`src/hdl/iwcd_pkg.sv`:
```
// Shared types, constants and calendar helpers for the ISO week to calendar date unit.
package iwcd_pkg;

  localparam int unsigned YEAR_W  = 14;
  localparam int unsigned WEEK_W  = 6;
  localparam int unsigned MONTH_W = 4;
  localparam int unsigned DAY_W   = 5;
  localparam int unsigned MUL_W   = 15;
  localparam int unsigned PROD_W  = 2 * MUL_W;
  localparam int unsigned DOY_W   = 10;

  localparam logic [YEAR_W-1:0] YEAR_MIN = 14'd1;
  localparam logic [YEAR_W-1:0] YEAR_MAX = 14'd9999;
  localparam logic [WEEK_W-1:0] WEEK_MIN = 6'd1;
  localparam logic [WEEK_W-1:0] WEEK_MAX = 6'd53;

  // Reciprocals: x / 100 = (x * RECIP_100) >> 19 for x <= 10000,
  // x / 7 = (x * RECIP_7) >> 17 for x below about 43000.
  localparam logic [MUL_W-1:0] RECIP_100 = 15'd5243;
  localparam int unsigned      SHIFT_100 = 19;
  localparam logic [MUL_W-1:0] RECIP_7   = 15'd18725;
  localparam int unsigned      SHIFT_7   = 17;
  localparam logic [MUL_W-1:0] CONST_100 = 15'd100;
  localparam logic [MUL_W-1:0] CONST_7   = 15'd7;

  localparam logic [2:0] WD_WED = 3'd3;
  localparam logic [2:0] WD_THU = 3'd4;

  localparam logic [WEEK_W-1:0]  WEEKS_LONG  = 6'd53;
  localparam logic [WEEK_W-1:0]  WEEKS_SHORT = 6'd52;
  localparam logic [8:0]         LEN_LEAP    = 9'd366;
  localparam logic [8:0]         LEN_COMMON  = 9'd365;
  localparam logic [MONTH_W-1:0] MONTH_JAN   = 4'd1;
  localparam logic [MONTH_W-1:0] MONTH_FEB   = 4'd2;
  localparam logic [MONTH_W-1:0] MONTH_DEC   = 4'd12;

  typedef enum logic [3:0] {
    ST_IDLE,
    ST_DIV100,
    ST_CHK100,
    ST_SUM,
    ST_MOD7,
    ST_WDAY,
    ST_WEEKS,
    ST_DOY,
    ST_SPLIT,
    ST_WALK,
    ST_OUT
  } state_t;

  // Start of week 1 relative to January 1, by weekday of January 1 (0 is Sunday).
  function automatic logic signed [DOY_W-1:0] week_shift(input logic [2:0] wd);
    logic signed [DOY_W-1:0] s;
    case (wd)
      3'd0:    s = 10'sd1;
      3'd1:    s = 10'sd0;
      3'd2:    s = -10'sd1;
      3'd3:    s = -10'sd2;
      3'd4:    s = -10'sd3;
      3'd5:    s = 10'sd3;
      3'd6:    s = 10'sd2;
      default: s = 10'sd1;
    endcase
    return s;
  endfunction

  function automatic logic [8:0] month_len(input logic [MONTH_W-1:0] m, input logic leap);
    logic [8:0] len;
    case (m)
      MONTH_FEB:                  len = leap ? 9'd29 : 9'd28;
      4'd4, 4'd6, 4'd9, 4'd11:    len = 9'd30;
      default:                    len = 9'd31;
    endcase
    return len;
  endfunction

endpackage

```
`src/hdl/iso_week_to_calendar_date_unit.sv`:
```
// ISO week date to calendar date converter: sequencer around one shared multiplier.
//
// Input channel: in_week_year and in_week_number transfer when in_valid is high and
// in_stall is low. Out-of-range values are clamped (year 1..9999, week 1..53).
// Result channel: out_calendar_year, out_calendar_month and out_calendar_day, held
// in an output register while out_valid is high and out_stall is high.
// One item is in work at a time; in_stall stays high from the transfer until the
// result is loaded into the output register, so the next item can transfer while a
// finished result still waits downstream.
// The weekday and leap analysis of a year takes four passes through the shared 15x15
// multiplier (divide by 100, check, weekday sum times 1/7, times 7) followed by a step
// each for the weekday and the week count; a week 53 that rolls into the next year
// repeats it. The month walk then subtracts one month length per step, up to
// December; a Monday that moves into another year skips it.
// Reset (rst_n low, synchronous) returns the sequencer to idle and drops any result
// held in the output register. A stalled receiver holds the result in place; the
// block then finishes its current item and waits before loading the next result.
module iso_week_to_calendar_date_unit (
  input  logic                           clk,
  input  logic                           rst_n,
  input  logic                           in_valid,
  output logic                           in_stall,
  input  logic [iwcd_pkg::YEAR_W-1:0]    in_week_year,
  input  logic [iwcd_pkg::WEEK_W-1:0]    in_week_number,
  output logic                           out_valid,
  input  logic                           out_stall,
  output logic [iwcd_pkg::YEAR_W-1:0]    out_calendar_year,
  output logic [iwcd_pkg::MONTH_W-1:0]   out_calendar_month,
  output logic [iwcd_pkg::DAY_W-1:0]     out_calendar_day
);

  iwcd_pkg::state_t state_r, state_nxt;

  logic [iwcd_pkg::YEAR_W-1:0]  y_r, y_nxt;
  logic [iwcd_pkg::WEEK_W-1:0]  w_r, w_nxt;
  logic [iwcd_pkg::PROD_W-1:0]  prod_r, prod_nxt;
  logic [6:0]                   q100_r, q100_nxt;
  logic [iwcd_pkg::MUL_W-1:0]   s_r, s_nxt;
  logic [2:0]                   wd_r, wd_nxt;
  logic                         leap_r, leap_nxt;
  logic                         second_r, second_nxt;
  logic [8:0]                   d_r, d_nxt;
  logic [iwcd_pkg::MONTH_W-1:0] m_r, m_nxt;

  logic                         out_valid_r, out_valid_nxt;
  logic [iwcd_pkg::YEAR_W-1:0]  out_year_r, out_year_nxt;
  logic [iwcd_pkg::MONTH_W-1:0] out_month_r, out_month_nxt;
  logic [iwcd_pkg::DAY_W-1:0]   out_day_r, out_day_nxt;

  // Shared multiplier operands.
  logic [iwcd_pkg::MUL_W-1:0]   mul_a, mul_b;

  logic                         div100;
  logic [iwcd_pkg::YEAR_W-1:0]  p_year;
  logic [6:0]                   p100;
  logic [iwcd_pkg::WEEK_W-1:0]  weeks;
  logic [8:0]                   ylen;
  logic signed [iwcd_pkg::DOY_W-1:0] doy;
  logic signed [iwcd_pkg::DOY_W-1:0] doy_prev;
  logic [8:0]                   mlen;
  logic                         slot_free;

  always_ff @(posedge clk) begin
    if (!rst_n) begin
      state_r     <= iwcd_pkg::ST_IDLE;
      out_valid_r <= 1'b0;
      second_r    <= 1'b0;
    end else begin
      state_r     <= state_nxt;
      out_valid_r <= out_valid_nxt;
      second_r    <= second_nxt;
    end
  end

  always_ff @(posedge clk) begin
    y_r         <= y_nxt;
    w_r         <= w_nxt;
    prod_r      <= prod_nxt;
    q100_r      <= q100_nxt;
    s_r         <= s_nxt;
    wd_r        <= wd_nxt;
    leap_r      <= leap_nxt;
    d_r         <= d_nxt;
    m_r         <= m_nxt;
    out_year_r  <= out_year_nxt;
    out_month_r <= out_month_nxt;
    out_day_r   <= out_day_nxt;
  end

  assign div100    = (prod_r == {{(iwcd_pkg::PROD_W - iwcd_pkg::YEAR_W){1'b0}}, y_r});
  assign p_year    = y_r - 14'd1;
  assign p100      = q100_r - {6'd0, div100};
  assign weeks     = ((wd_r == iwcd_pkg::WD_THU) || ((wd_r == iwcd_pkg::WD_WED) && leap_r))
                     ? iwcd_pkg::WEEKS_LONG : iwcd_pkg::WEEKS_SHORT;
  assign ylen      = leap_r ? iwcd_pkg::LEN_LEAP : iwcd_pkg::LEN_COMMON;
  assign doy       = $signed({1'b0, prod_r[8:0]}) + 10'sd1 + iwcd_pkg::week_shift(wd_r);
  assign doy_prev  = doy + 10'sd31;
  assign mlen      = iwcd_pkg::month_len(m_r, leap_r);
  assign slot_free = !out_valid_r || !out_stall;

  always_comb begin
    state_nxt     = state_r;
    y_nxt         = y_r;
    w_nxt         = w_r;
    q100_nxt      = q100_r;
    s_nxt         = s_r;
    wd_nxt        = wd_r;
    leap_nxt      = leap_r;
    second_nxt    = second_r;
    d_nxt         = d_r;
    m_nxt         = m_r;
    out_year_nxt  = out_year_r;
    out_month_nxt = out_month_r;
    out_day_nxt   = out_day_r;
    out_valid_nxt = out_valid_r && out_stall;
    mul_a         = '0;
    mul_b         = '0;

    case (state_r)
      iwcd_pkg::ST_IDLE: begin
        if (in_valid) begin
          if (in_week_year < iwcd_pkg::YEAR_MIN)      y_nxt = iwcd_pkg::YEAR_MIN;
          else if (in_week_year > iwcd_pkg::YEAR_MAX) y_nxt = iwcd_pkg::YEAR_MAX;
          else                                        y_nxt = in_week_year;
          if (in_week_number < iwcd_pkg::WEEK_MIN)      w_nxt = iwcd_pkg::WEEK_MIN;
          else if (in_week_number > iwcd_pkg::WEEK_MAX) w_nxt = iwcd_pkg::WEEK_MAX;
          else                                          w_nxt = in_week_number;
          second_nxt = 1'b0;
          state_nxt  = iwcd_pkg::ST_DIV100;
        end
      end
      iwcd_pkg::ST_DIV100: begin
        mul_a     = {1'b0, y_r};
        mul_b     = iwcd_pkg::RECIP_100;
        state_nxt = iwcd_pkg::ST_CHK100;
      end
      iwcd_pkg::ST_CHK100: begin
        // Multiply the quotient back to test divisibility by 100.
        q100_nxt  = prod_r[iwcd_pkg::SHIFT_100 +: 7];
        mul_a     = {8'd0, prod_r[iwcd_pkg::SHIFT_100 +: 7]};
        mul_b     = iwcd_pkg::CONST_100;
        state_nxt = iwcd_pkg::ST_SUM;
      end
      iwcd_pkg::ST_SUM: begin
        leap_nxt  = (y_r[1:0] == 2'd0) && (!div100 || (q100_r[1:0] == 2'd0));
        s_nxt     = {1'b0, p_year} + {3'd0, p_year[iwcd_pkg::YEAR_W-1:2]}
                    - {8'd0, p100} + {10'd0, p100[6:2]} + 15'd1;
        mul_a     = {1'b0, p_year} + {3'd0, p_year[iwcd_pkg::YEAR_W-1:2]}
                    - {8'd0, p100} + {10'd0, p100[6:2]} + 15'd1;
        mul_b     = iwcd_pkg::RECIP_7;
        state_nxt = iwcd_pkg::ST_MOD7;
      end
      iwcd_pkg::ST_MOD7: begin
        mul_a     = {4'd0, prod_r[iwcd_pkg::SHIFT_7 +: 11]};
        mul_b     = iwcd_pkg::CONST_7;
        state_nxt = iwcd_pkg::ST_WDAY;
      end
      iwcd_pkg::ST_WDAY: begin
        wd_nxt    = s_r[2:0] - prod_r[2:0];
        state_nxt = iwcd_pkg::ST_WEEKS;
      end
      iwcd_pkg::ST_WEEKS: begin
        // Week 53 of a short year: roll into the next year and analyze it.
        if (!second_r && (w_r > weeks)) begin
          w_nxt      = w_r - weeks;
          y_nxt      = y_r + 14'd1;
          second_nxt = 1'b1;
          state_nxt  = iwcd_pkg::ST_DIV100;
        end else begin
          state_nxt  = iwcd_pkg::ST_DOY;
        end
      end
      iwcd_pkg::ST_DOY: begin
        mul_a     = {9'd0, w_r - 6'd1};
        mul_b     = iwcd_pkg::CONST_7;
        state_nxt = iwcd_pkg::ST_SPLIT;
      end
      iwcd_pkg::ST_SPLIT: begin
        if (doy <= 10'sd0) begin
          // Monday lies in late December of the previous year.
          y_nxt     = y_r - 14'd1;
          m_nxt     = iwcd_pkg::MONTH_DEC;
          d_nxt     = doy_prev[8:0];
          state_nxt = iwcd_pkg::ST_OUT;
        end else if (doy > $signed({1'b0, ylen})) begin
          y_nxt     = y_r + 14'd1;
          m_nxt     = iwcd_pkg::MONTH_JAN;
          d_nxt     = doy[8:0] - ylen;
          state_nxt = iwcd_pkg::ST_OUT;
        end else begin
          m_nxt     = iwcd_pkg::MONTH_JAN;
          d_nxt     = doy[8:0];
          state_nxt = iwcd_pkg::ST_WALK;
        end
      end
      iwcd_pkg::ST_WALK: begin
        if ((m_r < iwcd_pkg::MONTH_DEC) && (d_r > mlen)) begin
          d_nxt = d_r - mlen;
          m_nxt = m_r + 4'd1;
        end else begin
          state_nxt = iwcd_pkg::ST_OUT;
        end
      end
      iwcd_pkg::ST_OUT: begin
        // Hold until the output register is free or being drained.
        if (slot_free) begin
          out_valid_nxt = 1'b1;
          out_year_nxt  = y_r;
          out_month_nxt = m_r;
          out_day_nxt   = d_r[iwcd_pkg::DAY_W-1:0];
          state_nxt     = iwcd_pkg::ST_IDLE;
        end
      end
      default: begin
        state_nxt = iwcd_pkg::ST_IDLE;
      end
    endcase

    prod_nxt = mul_a * mul_b;
  end

  assign in_stall           = (state_r != iwcd_pkg::ST_IDLE);
  assign out_valid          = out_valid_r;
  assign out_calendar_year  = out_year_r;
  assign out_calendar_month = out_month_r;
  assign out_calendar_day   = out_day_r;

endmodule

```
`config.mk`:
```
export PLATFORM = sky130hd
export DESIGN_NAME = iso_week_to_calendar_date_unit
export DESIGN_NICKNAME = d
export VERILOG_FILES = /design/src/hdl/iwcd_pkg.sv /design/src/hdl/iso_week_to_calendar_date_unit.sv
export SDC_FILE = /design/constraint.sdc
export NUM_CORES = 1
export LEC_CHECK = 0
export BUFFER_PORTS_ARGS = -buffer_cell sky130_fd_sc_hd__buf_2
export CAP_MARGIN = 10
export CORE_MARGIN = 5
export CORE_UTILIZATION = 25
export DETAILED_ROUTE_END_ITERATION = 16
export PLACE_DENSITY_LB_ADDON = 0.08
export SLEW_MARGIN = 30
export SYNTH_ARGS = -nofsm -noshare
export SYNTH_HDL_FRONTEND = slang
export SYNTH_SLANG_ARGS = --single-unit
```
`constraint.sdc`:
```
create_clock -name clk -period 10.3 [get_ports clk]
set_clock_uncertainty 0.1 [all_clocks]
set_input_delay 0.515 -clock clk [delete_from_list [all_inputs] [get_ports clk]]
set_output_delay 0.515 -clock clk [all_outputs]
set_load 0.05 [all_outputs]
```
==> flow_summary.ini <==
[synthesis]
async_reset_ff_share_pct = 0
synthMuxAreaShare_pct = 0.885
synthFlopType = edfxtp_1
ys_types = 85
seq_area_frac_synth_pct = 20.6
ys_warn_count = 0
netlist_instances = 1471
yosys.area_share.simple_pct = 13.6
syn_area_sq_um = 13700
synth_top_family_by_area = adder cells
synth_xor_area_share_pct = 7.01
synthAdderAreaFrac_pct = 37.2
ys_ff_latch = 106
synth_area_per_cell_sq_um = 9.32
synth-edff-count = 70
synth_compound_area_share_pct = 12.5

[clocking]
clockRootBuffer = clkbuf_16
cts_buffer_depth = 2
clk_pin_slew_worst_paths_ns = 0.09
cts.sinks = 106
htreeDepth = 3
clock_latency_ns = 0.39
cts_made_buffers = 9
tritoncts = built

[final_layout]
nets = 2025
drive_above_1_share_pct = 21.1
insertedDiodeCount = 0
fin_area_sq_um = 16900
area_growth_pct = 22.9

[global_route]
grt_pass1_wl_microns = 71000
grt_pass1_vias = 11553
grt-ovfl-total = 0
grt_util_all_layers_pct = 15.5
grt_max_degree = 26
antenna_found_initial = 1

[job]
cap_viol_max_count = 0

[worst_setup_path]
critPathMaxStageDelay_ns = 0.60
endpoint_kind = register
worstSetupStartpoint = prod_r[23]$_DFF_P_
slowest_stage = fa_2
crit_required_ns = 10.54
startpoint_type = register
critPathKind = register to register
worstReg2RegStart = prod_r[23]$_DFF_P_
critPathArrivalTime_ns = 10.35
cp_max_fo = 4

[placed_design]
gp_congestion = 0.822
placed_cell_area_sq_um = 15900
dp_hpwl_microns = 39400
portBuffers = 48

[routing]
remaining_drc_errors = 0
vias = 11026
avgRoutedWirePerCell_microns = 19.2
drtIter0Drc = 508
first_pass_iters = 5
avgViaCountPerCell = 4.64
ant_nets = 0
routed_wl_microns = 45700

[sta]
setup_viol = 0
drv_slew = 0
relSlewSlack_pct = 53.8
timing.fmax_mhz = 98.8
rsz0062_at_grt = true
tightest_slew_ns = 0.680
hold_viol = 0
post-route-period-util_pct = 98.2
whs_ns = 0.363
finalCriticalPeriod_ns = 10.12

[die]
die_x_microns = 244
initial_core_util_pct = 25.3
dieArea_sq_um = 59600
rows = 85
die_h_microns = 244
io-pin-count = 49
core-area_sq_um = 54100

[min_path]
min_from = rst_n
hp-class = input pin to register

[power]
peakVddDrop_v = 0.000181
total_power_mw = 4.03
power_leakage_nw = 8.10
power_density_nw_per_um2 = 239

[run_status]
outcome = completed
cell usage after synthesis, drive strengths merged, types with 13 or more instances:
cell type    n  area share (%)
a211oi      15            0.95
a21o        14            0.77
a21oi       60             2.3
and2        23             1.0
clkbuf      26            0.72
dfxtp       36             5.3
edfxtp      70              15
fa         137              20
ha         188              17
inv        264             7.2
nand2       91             2.6
nand2b      14            0.64
nand3       40             1.5
nor2       100             2.8
nor3        31             1.1
nor4        15            0.68
o21a        13            0.71
o21ai       46             1.7
or2         14            0.64
xnor2       59             3.8
xor2        49             3.2
flip-flops by register name, summed over array words and instances (netlist names):
| register | count |
|---|---|
| prod_r | 30 |
| out_calendar_year | 14 |
| y_r | 14 |
| d_r | 9 |
| q100_r | 7 |
| w_r | 6 |
| out_calendar_day | 5 |
| m_r | 4 |
| out_calendar_month | 4 |
| state_r | 4 |
| s_r | 3 |
| wd_r | 3 |
| leap_r | 1 |
| out_valid | 1 |
| second_r | 1 |
worst max-delay path, delay by kind of cell, from the launching register on:
family / cells / cell delay, ns
simple gates: 8 / 1.78
compound gates: 11 / 2.14
flops: 1 / 0.35
buf+inv: 11 / 1.25
xor+xnor: 1 / 0.12
fa+ha+maj: 10 / 4.29
through the flow:
step	instances	util (%)	TNS (ns)	setup WS (ns)
2_1_floorplan	1476	-	0	0.0700
4_1_cts	2367	30.5	-0.0305	-0.0305
6_report	2377	31.1	0	0.183
3_3_place_gp	2346	29.5	-7.08	-0.887
5_1_grt	2377	31.1	-0.677	-0.232
3_5_place_dp	2346	29.5	-7.29	-0.888
layout by cell type (no fill, tap or decap), types with 11 or more instances in the layout:
cell type / instances
a21o_1: 14
a21oi_1: 48
a21oi_2: 11
and2_1: 23
buf_2: 48
buf_4: 167
dfxtp_1: 35
edfxtp_1: 70
fa_1: 132
ha_1: 175
inv_1: 252
inv_2: 12
nand2_1: 89
nand2b_1: 14
nand3_1: 39
nand4_1: 11
nor2_1: 95
nor3_1: 22
nor4_1: 11
o211ai_1: 11
o21a_1: 13
o21ai_0: 35
or2_2: 12
or3_1: 11
xnor2_1: 57
xor2_1: 45
cell families (layout without fill, tap and decap cells):
| group | count (synthesis) | after routing |
|---|---|---|
| simple gates | 382 | 382 |
| buf+inv | 297 | 502 |
| compound gates | 240 | 240 |
| mux | 12 | 12 |
| other cells | 1 | 6 |
| fa+ha+maj | 325 | 325 |
| xor+xnor | 108 | 108 |
| flops | 106 | 106 |
layout make-up:
| type | instances | area, sq um |
|---|---|---|
| clock inverter | 7 | 83.8 |
| timing repair buffer | 222 | 1590 |
| tap | 696 | 871 |
| clock buffer | 9 | 225 |
| multi-input combinational | 1073 | 10300 |
| fill | 5713 | 37300 |
| inverter | 264 | 991 |
| sequential | 106 | 2820 |
per-layer routing:
layer | routed length (microns) | vias up | share of wire (%) | GRT usage, %
met4 | 637 | 0 | 1.4 | 3.05
met1 | 22200 | 5461 | 49 | 21.8
met3 | 1290 | 28 | 2.8 | 1.93
met5 | 0 | - | 0 | 0
met2 | 21500 | 165 | 47 | 25.8
li1 | - | 5372 | - | -
where the power goes:
part,leakage [nW],switching [mW],internal [mW]
logic,7.00,1.65,1.38
clock network,0.154,0.193,0.194
registers,0.944,0.0577,0.558
worst paths after layout:
check                                                      to  slack, ns  cells after the start
worst min-delay path                  state_r[2]$_SDFFE_PN0P_       0.36                      2
worst max-delay path                       prod_r[26]$_DFF_P_       0.18                     41
worst max register to register             prod_r[26]$_DFF_P_       0.18                     41
worst min register to register  out_calendar_day[0]$_DFFE_PP_       0.37                      0
timing repair:
item	in CTS	in global routing
endpoints found under the setup margin	16	12
setup buffers	5	11
hold buffers	0	0
gates resized for setup	37	69
pin swaps	23	80
Power figures use the tool's default switching activity.
